===== src/hdl/ade_pkg.sv =====
// Shared types and constants for the array deque engine.
`default_nettype none

package ade_pkg;

  localparam int unsigned CmdW   = 2;
  localparam int unsigned ValueW = 32;
  localparam int unsigned StatW  = 2;
  localparam int unsigned CountW = 5;

  typedef enum logic [CmdW-1:0] {
    CMD_PUSH_FRONT = 2'd0,
    CMD_PUSH_BACK  = 2'd1,
    CMD_POP_FRONT  = 2'd2,
    CMD_POP_BACK   = 2'd3
  } cmd_e;

  typedef enum logic [StatW-1:0] {
    ST_OK         = 2'd0,
    ST_FULL_LEFT  = 2'd1,
    ST_FULL_RIGHT = 2'd2,
    ST_EMPTY      = 2'd3
  } status_e;

  typedef enum logic {
    S_IDLE = 1'b0,
    S_RESP = 1'b1
  } state_e;

  // controller -> datapath
  typedef struct packed {
    logic exec;   // execute the accepted command this cycle
  } ctrl_cmd_t;

endpackage

`default_nettype wire


===== src/hdl/ade_if.sv =====
// Valid/ready channel interfaces for commands and results.
`default_nettype none

interface ade_in_if;
  import ade_pkg::*;
  logic                valid;
  logic                ready;
  logic [CmdW-1:0]     cmd;
  logic signed [ValueW-1:0] value;

  modport source (output valid, output cmd, output value, input ready);
  modport sink   (input valid, input cmd, input value, output ready);
endinterface

interface ade_out_if;
  import ade_pkg::*;
  logic                valid;
  logic                ready;
  logic signed [ValueW-1:0] data;
  logic [StatW-1:0]    status;
  logic [CountW-1:0]   count;

  modport source (output valid, output data, output status, output count, input ready);
  modport sink   (input valid, input data, input status, input count, output ready);
endinterface

`default_nettype wire


===== src/hdl/ade_ctrl.sv =====
// Handshake controller: accepts one command, then holds its result beat.
`default_nettype none

module ade_ctrl
  import ade_pkg::*;
(
  input  wire logic      clk_i,
  input  wire logic      rst_ni,
  input  wire logic      in_valid_i,
  output logic           in_ready_o,
  output logic           out_valid_o,
  input  wire logic      out_ready_i,
  output ctrl_cmd_t      ctrl_o
);

  state_e state_q, state_d;

  always_ff @(posedge clk_i or negedge rst_ni) begin
    if (!rst_ni) begin
      state_q <= S_IDLE;
    end else begin
      state_q <= state_d;
    end
  end

  always_comb begin
    state_d = state_q;
    case (state_q)
      S_IDLE: begin
        if (in_valid_i) state_d = S_RESP;
      end
      S_RESP: begin
        if (out_ready_i) state_d = S_IDLE;
      end
      default: state_d = S_IDLE;
    endcase
  end

  always_comb begin
    in_ready_o  = 1'b0;
    out_valid_o = 1'b0;
    ctrl_o.exec = 1'b0;
    case (state_q)
      S_IDLE: begin
        in_ready_o  = 1'b1;
        ctrl_o.exec = in_valid_i;
      end
      S_RESP: begin
        out_valid_o = 1'b1;
      end
      default: begin
        in_ready_o = 1'b0;
      end
    endcase
  end

endmodule

`default_nettype wire


===== src/hdl/ade_dp.sv =====
// Deque datapath: head/tail indices, slot memory and result registers.
`default_nettype none

module ade_dp
  import ade_pkg::*;
#(
  parameter int unsigned DEPTH = 16
) (
  input  wire logic                     clk_i,
  input  wire logic                     rst_ni,
  input  wire ctrl_cmd_t                ctrl_i,
  input  wire logic [CmdW-1:0]          cmd_i,
  input  wire logic signed [ValueW-1:0] value_i,
  output logic signed [ValueW-1:0]      data_o,
  output logic [StatW-1:0]              status_o,
  output logic [CountW-1:0]             count_o
);

  localparam int unsigned AW = (DEPTH > 1) ? $clog2(DEPTH) : 1;
  localparam logic [AW-1:0] LastIdx = AW'(DEPTH - 1);

  logic [AW-1:0] head_q, head_d;
  logic [AW-1:0] tail_q, tail_d;
  logic          empty_q, empty_d;
  status_e       stat_q, stat_d;
  logic          popped_q, popped_d;
  logic [CountW-1:0] count_q;
  logic [AW:0]   span;

  logic              wr_en, rd_en;
  logic [AW-1:0]     wr_addr, rd_addr;
  logic [ValueW-1:0] mem [DEPTH];
  logic [ValueW-1:0] rd_q;

  always_comb begin
    head_d   = head_q;
    tail_d   = tail_q;
    empty_d  = empty_q;
    stat_d   = ST_OK;
    popped_d = 1'b0;
    wr_en    = 1'b0;
    wr_addr  = '0;
    rd_en    = 1'b0;
    rd_addr  = head_q;
    case (cmd_e'(cmd_i))
      CMD_PUSH_FRONT, CMD_PUSH_BACK: begin
        if (empty_q) begin
          // first element always lands in slot 0
          head_d  = '0;
          tail_d  = '0;
          empty_d = 1'b0;
          wr_en   = 1'b1;
        end else if (cmd_e'(cmd_i) == CMD_PUSH_FRONT) begin
          if (head_q == '0) begin
            stat_d = ST_FULL_LEFT;
          end else begin
            head_d  = head_q - 1'b1;
            wr_en   = 1'b1;
            wr_addr = head_q - 1'b1;
          end
        end else begin
          if (tail_q == LastIdx) begin
            stat_d = ST_FULL_RIGHT;
          end else begin
            tail_d  = tail_q + 1'b1;
            wr_en   = 1'b1;
            wr_addr = tail_q + 1'b1;
          end
        end
      end
      CMD_POP_FRONT, CMD_POP_BACK: begin
        if (empty_q) begin
          stat_d = ST_EMPTY;
        end else begin
          rd_en    = 1'b1;
          popped_d = 1'b1;
          rd_addr  = (cmd_e'(cmd_i) == CMD_POP_FRONT) ? head_q : tail_q;
          if (head_q == tail_q) begin
            head_d  = '0;
            tail_d  = '0;
            empty_d = 1'b1;
          end else if (cmd_e'(cmd_i) == CMD_POP_FRONT) begin
            head_d = head_q + 1'b1;
          end else begin
            tail_d = tail_q - 1'b1;
          end
        end
      end
      default: stat_d = ST_OK;
    endcase
  end

  assign span = {1'b0, tail_d} - {1'b0, head_d} + 1'b1;

  always_ff @(posedge clk_i or negedge rst_ni) begin
    if (!rst_ni) begin
      head_q   <= '0;
      tail_q   <= '0;
      empty_q  <= 1'b1;
      stat_q   <= ST_OK;
      popped_q <= 1'b0;
      count_q  <= '0;
    end else if (ctrl_i.exec) begin
      head_q   <= head_d;
      tail_q   <= tail_d;
      empty_q  <= empty_d;
      stat_q   <= stat_d;
      popped_q <= popped_d;
      count_q  <= empty_d ? '0 : CountW'(span);
    end
  end

  // slot memory, registered read
  always_ff @(posedge clk_i) begin
    if (ctrl_i.exec && wr_en) mem[wr_addr] <= value_i;
    if (ctrl_i.exec && rd_en) rd_q <= mem[rd_addr];
  end

  assign data_o   = popped_q ? $signed(rd_q) : '0;
  assign status_o = stat_q;
  assign count_o  = count_q;

endmodule

`default_nettype wire


===== src/hdl/array_deque_engine.sv =====
// Top level of the array deque engine.
//
//   channel | dir | payload               | beat
//   in_i    | in  | cmd[1:0], value[31:0] | one command
//   out_o   | out | data, status, count   | one result per command
//
// Each command is accepted first, then its result beat is offered.
// The next command is taken the cycle after the result beat is taken; the
// controller holds in_i.ready low while a result beat is pending.
// Reset (rst_ni low) empties the deque; slot contents are not cleared.
// A stalled result holds until out_o.ready; no command is taken meanwhile.
`default_nettype none

module array_deque_engine
  import ade_pkg::*;
#(
  parameter int unsigned DEPTH = 16
) (
  input  wire logic  clk_i,
  input  wire logic  rst_ni,
  ade_in_if.sink     in_i,
  ade_out_if.source  out_o
);

  ctrl_cmd_t ctrl;

  ade_ctrl u_ctrl (
    .clk_i       (clk_i),
    .rst_ni      (rst_ni),
    .in_valid_i  (in_i.valid),
    .in_ready_o  (in_i.ready),
    .out_valid_o (out_o.valid),
    .out_ready_i (out_o.ready),
    .ctrl_o      (ctrl)
  );

  ade_dp #(
    .DEPTH (DEPTH)
  ) u_dp (
    .clk_i    (clk_i),
    .rst_ni   (rst_ni),
    .ctrl_i   (ctrl),
    .cmd_i    (in_i.cmd),
    .value_i  (in_i.value),
    .data_o   (out_o.data),
    .status_o (out_o.status),
    .count_o  (out_o.count)
  );

endmodule

`default_nettype wire

===== src/flat_wrapper.sv =====
// flat-port wrapper written by rule: the top's interface ports become plain ports
module array_deque_engine_flat import ade_pkg::*;
#(
  parameter int unsigned DEPTH = 16
)
  (clk_i, rst_ni, in_i_valid, in_i_cmd, in_i_value, in_i_ready, out_o_valid, out_o_data, out_o_status, out_o_count, out_o_ready);
  ade_in_if in_i_i ();
  ade_out_if out_o_i ();
  input  wire logic clk_i;
  input  wire logic rst_ni;
  input wire logic [$bits(in_i_i.valid)-1:0] in_i_valid;
  input wire logic [$bits(in_i_i.cmd)-1:0] in_i_cmd;
  input wire logic [$bits(in_i_i.value)-1:0] in_i_value;
  output wire logic [$bits(in_i_i.ready)-1:0] in_i_ready;
  output wire logic [$bits(out_o_i.valid)-1:0] out_o_valid;
  output wire logic [$bits(out_o_i.data)-1:0] out_o_data;
  output wire logic [$bits(out_o_i.status)-1:0] out_o_status;
  output wire logic [$bits(out_o_i.count)-1:0] out_o_count;
  input wire logic [$bits(out_o_i.ready)-1:0] out_o_ready;
  assign in_i_i.valid = in_i_valid;
  assign in_i_i.cmd = in_i_cmd;
  assign in_i_i.value = in_i_value;
  assign in_i_ready = in_i_i.ready;
  assign out_o_valid = out_o_i.valid;
  assign out_o_data = out_o_i.data;
  assign out_o_status = out_o_i.status;
  assign out_o_count = out_o_i.count;
  assign out_o_i.ready = out_o_ready;
  array_deque_engine #(.DEPTH(DEPTH)) u_core (.clk_i(clk_i), .rst_ni(rst_ni), .in_i(in_i_i), .out_o(out_o_i));
endmodule

===== config.mk =====
export PLATFORM = sky130hd
export DESIGN_NAME = array_deque_engine_flat
export DESIGN_NICKNAME = d
export VERILOG_FILES = /design/src/hdl/ade_pkg.sv /design/src/hdl/ade_if.sv /design/src/hdl/ade_ctrl.sv /design/src/hdl/ade_dp.sv /design/src/hdl/array_deque_engine.sv /design/src/flat_wrapper.sv
export SDC_FILE = /design/constraint.sdc
export NUM_CORES = 1
export LEC_CHECK = 0
export BUFFER_PORTS_ARGS = -buffer_cell sky130_fd_sc_hd__buf_2
export CORE_ASPECT_RATIO = 0.5
export CORE_UTILIZATION = 50
export CTS_CLUSTER_DIAMETER = 120
export DETAILED_ROUTE_END_ITERATION = 8
export PLACE_DENSITY = 0.76
export SLEW_MARGIN = 25
export SYNTH_ARGS = -nofsm -noshare
export SYNTH_HDL_FRONTEND = slang
export SYNTH_SLANG_ARGS = --single-unit

===== constraint.sdc =====
create_clock -name clk_i -period 13.85 [get_ports clk_i]
set_input_delay 2.77 -clock clk_i [delete_from_list [all_inputs] [get_ports clk_i]]
set_output_delay 2.77 -clock clk_i [all_outputs]
set_load 0.02 [all_outputs]

==> impl_metrics.env <==
export IMPL_status="complete, no violations"
export IMPL_setup_tns_final_ns=0
export IMPL_syn_inst=1508
export IMPL_cts_tree="done"
export IMPL_fin_nets=1599
export IMPL_synthSimpleGateAreaFrac_pct=4.243
export IMPL_synth_mux_area_share_pct=19.31
export IMPL_pin_count=79
export IMPL_wirelength_um=65090
export IMPL_grt_busiest_layer="met2"
export IMPL_ys_async_sr_fraction_pct=3.203
export IMPL_syn_cell_area_um2=26220
export IMPL_reg2reg_depth=7
export IMPL_cts_buffers=51
export IMPL_routedWlPerCell_um=28.60
export IMPL_fill_cells=3675
export IMPL_grt_use_met3_pct=5.085
export IMPL_cts_resized=0
export IMPL_h_tree_depth=2
export IMPL_synth_edff_count=544
export IMPL_worstHoldPathType="reg -> reg"
export IMPL_drive_gt1_share_pct=26.42
export IMPL_cpLargestDelayFamily="buffers and inverters"
export IMPL_finalSetupViolations=0
export IMPL_critical_path_buf_inv_count=2
export IMPL_dr_pass1_iters=5
export IMPL_grt_first_pass_wirelength_um=98130
export IMPL_cp_cell_sequence="buf_2 -> and3b_2 -> mux2i_4 -> buf_4 -> o221ai_1 -> o32ai_1"
export IMPL_relSlewSlack_pct=26.65
export IMPL_clkLatencyLatePin_ns=0.59
export IMPL_antenna_found_initial=0
export IMPL_critPathSlowestCell="and3b_2"
export IMPL_antennaDiodeCount=0
export IMPL_multi_input_area_um2=8780
export IMPL_grt_ovfl_total=0
export IMPL_cp_start_kind="input port"
export IMPL_rsz0062_at_grt="no"
export IMPL_r2r_start="u_core.u_dp.head_q[0]$_DFFE_PN0P_"
export IMPL_fin_crit_sh_pct=42.59
export IMPL_detail_route_antenna_nets=0
export IMPL_synth_net_count=1560
export IMPL_cts_setup_buffers=0
export IMPL_ys_ff_latch=562
export IMPL_die_w_um=325.8
export IMPL_worstPathMaxFanout=49
export IMPL_irDropWorstVdd_mv=0.1564
export IMPL_met2_usage_pct=39.84
export IMPL_holdCritStartpoint="u_core.u_dp.status_o[1]$_DFFE_PN0P_"
export IMPL_gp_congestion=0.8030
export IMPL_ys_warn_count=0
export IMPL_seq_area_frac_synth_pct=64.03
export IMPL_synthAdderAreaFrac_pct=0.6968
export IMPL_grtUsageTotal_pct=24.57
export IMPL_whs_path_depth=2
export IMPL_place_ws_ns=7.515
export IMPL_grt_util_met1_pct=33.73
export IMPL_cts_root_buffer="clkbuf_16"
export IMPL_holdPathEnd="u_core.u_dp.status_o[1]$_DFFE_PN0P_"
export IMPL_areaGrowthSynthToFinish_pct=10.55
export IMPL_cp_required_ns=14.23
export IMPL_cts_buffer_depth=3
export IMPL_io_buffers=78
export IMPL_r2r_end="u_core.u_dp.mem[11][18]$_DFFE_PP_"
export IMPL_grt_max_degree=123
export IMPL_end_kind="register"
export IMPL_avgViaCountPerCell=6.916
export IMPL_num_rows=58
export IMPL_cts_sinks=562
export IMPL_seqCellArea_um2=16800
export IMPL_drt_iter0_markers=2056
export IMPL_clk_pin_slew_ns=0.07
export IMPL_slowest_delay_ns=1.04
export IMPL_synthFlopType="edfxtp_1"
export IMPL_vias=15740
export IMPL_rrSetupSlack_ns=9.68
export IMPL_timing_final_ws_setup_ns=7.951
export IMPL_p_leak_nw=9.360
export IMPL_max_clock_freq_mhz=169.5
export IMPL_slew_viol_final=0
export IMPL_final_util_pct=56.81
export IMPL_synth_xor_area_share_pct=0.3007
export IMPL_worstPathArrival_ns=6.28
export IMPL_layout_commonest_cell="edfxtp_1"
export IMPL_core_um2=51020
export IMPL_fin_crit_ns=5.899
export IMPL_final_cell_mix="edfxtp_1 (544), mux4_2 (192), buf_2 (78)"
export IMPL_postCtsHoldBufs=0
export IMPL_power_density_nw_per_um2=184.2
export IMPL_synth_compound_area_share_pct=8.366
export IMPL_crit_type="in -> reg"
export IMPL_postSynthAreaPerCell_um2=17.38
export IMPL_dieArea_um2=53410
export IMPL_clock_skew_ns=0.01521
export IMPL_worst_slew_pin_transition_ns=1.100
export IMPL_hold_viol_final=0
export IMPL_hpwl_um=33620
export IMPL_grt_pass1_vias=15820
export IMPL_drv_cap=0
export IMPL_synth_top_family_by_area="multiplexers"
export IMPL_die_height_um=163.9
export IMPL_synth_cell_types=69
export IMPL_drc=0
export IMPL_initial_core_util_pct=51.39
-- worst max path at each step --
stage / startpoint / end / slack (ns) / cells after the start
finish: in_i_cmd[0] / u_core.u_dp.rd_q[20]$_DFFE_PP_ / 7.95 / 6
detailed placement: in_i_cmd[0] / u_core.u_dp.rd_q[7]$_DFFE_PP_ / 7.52 / 6
CTS: in_i_cmd[0] / u_core.u_dp.rd_q[20]$_DFFE_PP_ / 8.10 / 6
floorplan: in_i_cmd[1] / u_core.u_dp.mem[0][0]$_DFFE_PP_ / 6.48 / 5
global placement: in_i_cmd[0] / u_core.u_dp.rd_q[26]$_DFFE_PP_ / 7.64 / 6
global route: in_i_cmd[0] / u_core.u_dp.rd_q[20]$_DFFE_PP_ / 7.89 / 6
-- registers in the layout, summed over array words and instances, names as in the netlist --
| name | count |
|---|---|
| u_core.u_ctrl.state_q | 1 |
| u_core.u_dp.count_o | 5 |
| u_core.u_dp.empty_q | 1 |
| u_core.u_dp.head_q | 4 |
| u_core.u_dp.mem | 512 |
| u_core.u_dp.popped_q | 1 |
| u_core.u_dp.rd_q | 32 |
| u_core.u_dp.status_o | 2 |
| u_core.u_dp.tail_q | 4 |
-- cells by family after synthesis --
logic type / Yosys count
DFF: 562
AOI/OAI and AO/OA: 274
muxes: 264
and+or+nand+nor: 208
buffers and inverters: 177
adders and majority gates: 14
xor gates and xnor gates: 9
-- worst min-delay path, stage by stage, from the launching register on --
cell	delay [ns]
dfrtp_1	0.34
nand2_1	0.05
o31ai_1	0.06
-- report_power, final --
group          internal [mW]  leakage [nW]  switching [mW]  total (mW)
Sequential              1.95          5.11           0.197        2.15
Clock                  0.797         0.800           0.610        1.41
Combinational          0.850          3.45           0.932        1.78
Total                   3.60          9.36            1.74        5.34
-- final cells by class --
| cell class | instances | area share, % |
|---|---|---|
| repair buffers | 117 | 2.513 |
| well taps | 690 | 2.979 |
| clock inverters | 30 | 1.023 |
| multi-input cells | 769 | 30.29 |
| flip-flops and latches | 562 | 57.98 |
| inverters | 46 | 0.5958 |
| clock buffers | 62 | 4.619 |
-- synthesized netlist by cell type (9+ instances only) --
cell / count / area share (%)
edfxtp_1: 544 / 62
mux4_2: 192 / 16
nand2_1: 74 / 1.1
mux2i_1: 68 / 2.6
buf_2: 58 / 1.1
clkbuf_1: 50 / 0.72
inv_1: 46 / 0.66
o221ai_1: 37 / 1.2
o22ai_1: 35 / 0.84
and3_1: 34 / 0.81
o32ai_1: 34 / 1.1
and2_1: 33 / 0.79
a2111oi_0: 32 / 1.1
a211oi_1: 32 / 0.92
a221o_1: 32 / 1.2
nor4_1: 19 / 0.45
a21oi_1: 18 / 0.34
dfrtp_1: 17 / 1.6
ha_1: 13 / 0.62
buf_1: 10 / 0.14
buf_4: 9 / 0.26
nor2_1: 9 / 0.13
-- through the flow --
step                power (mW)  hold slack [ns]  area, um2  std cells
floorplan                3.488           0.5925      26220       1508
global placement         3.901           0.4569      27310       2183
detailed placement       3.939           0.4699      27320       2183
CTS                      5.339           0.4803      28950       2275
global route             5.547           0.5092      28980       2276
finish                   5.338           0.4848      28980       2276
-- layer usage --
layer | part of all wire [%] | vias to the layer above
li1 | - | 6501
met1 | 39 | 8178
met2 | 48 | 927
met3 | 10 | 134
met4 | 2.8 | 0
met5 | 0 | -
Power figures use the tool's default switching activity.
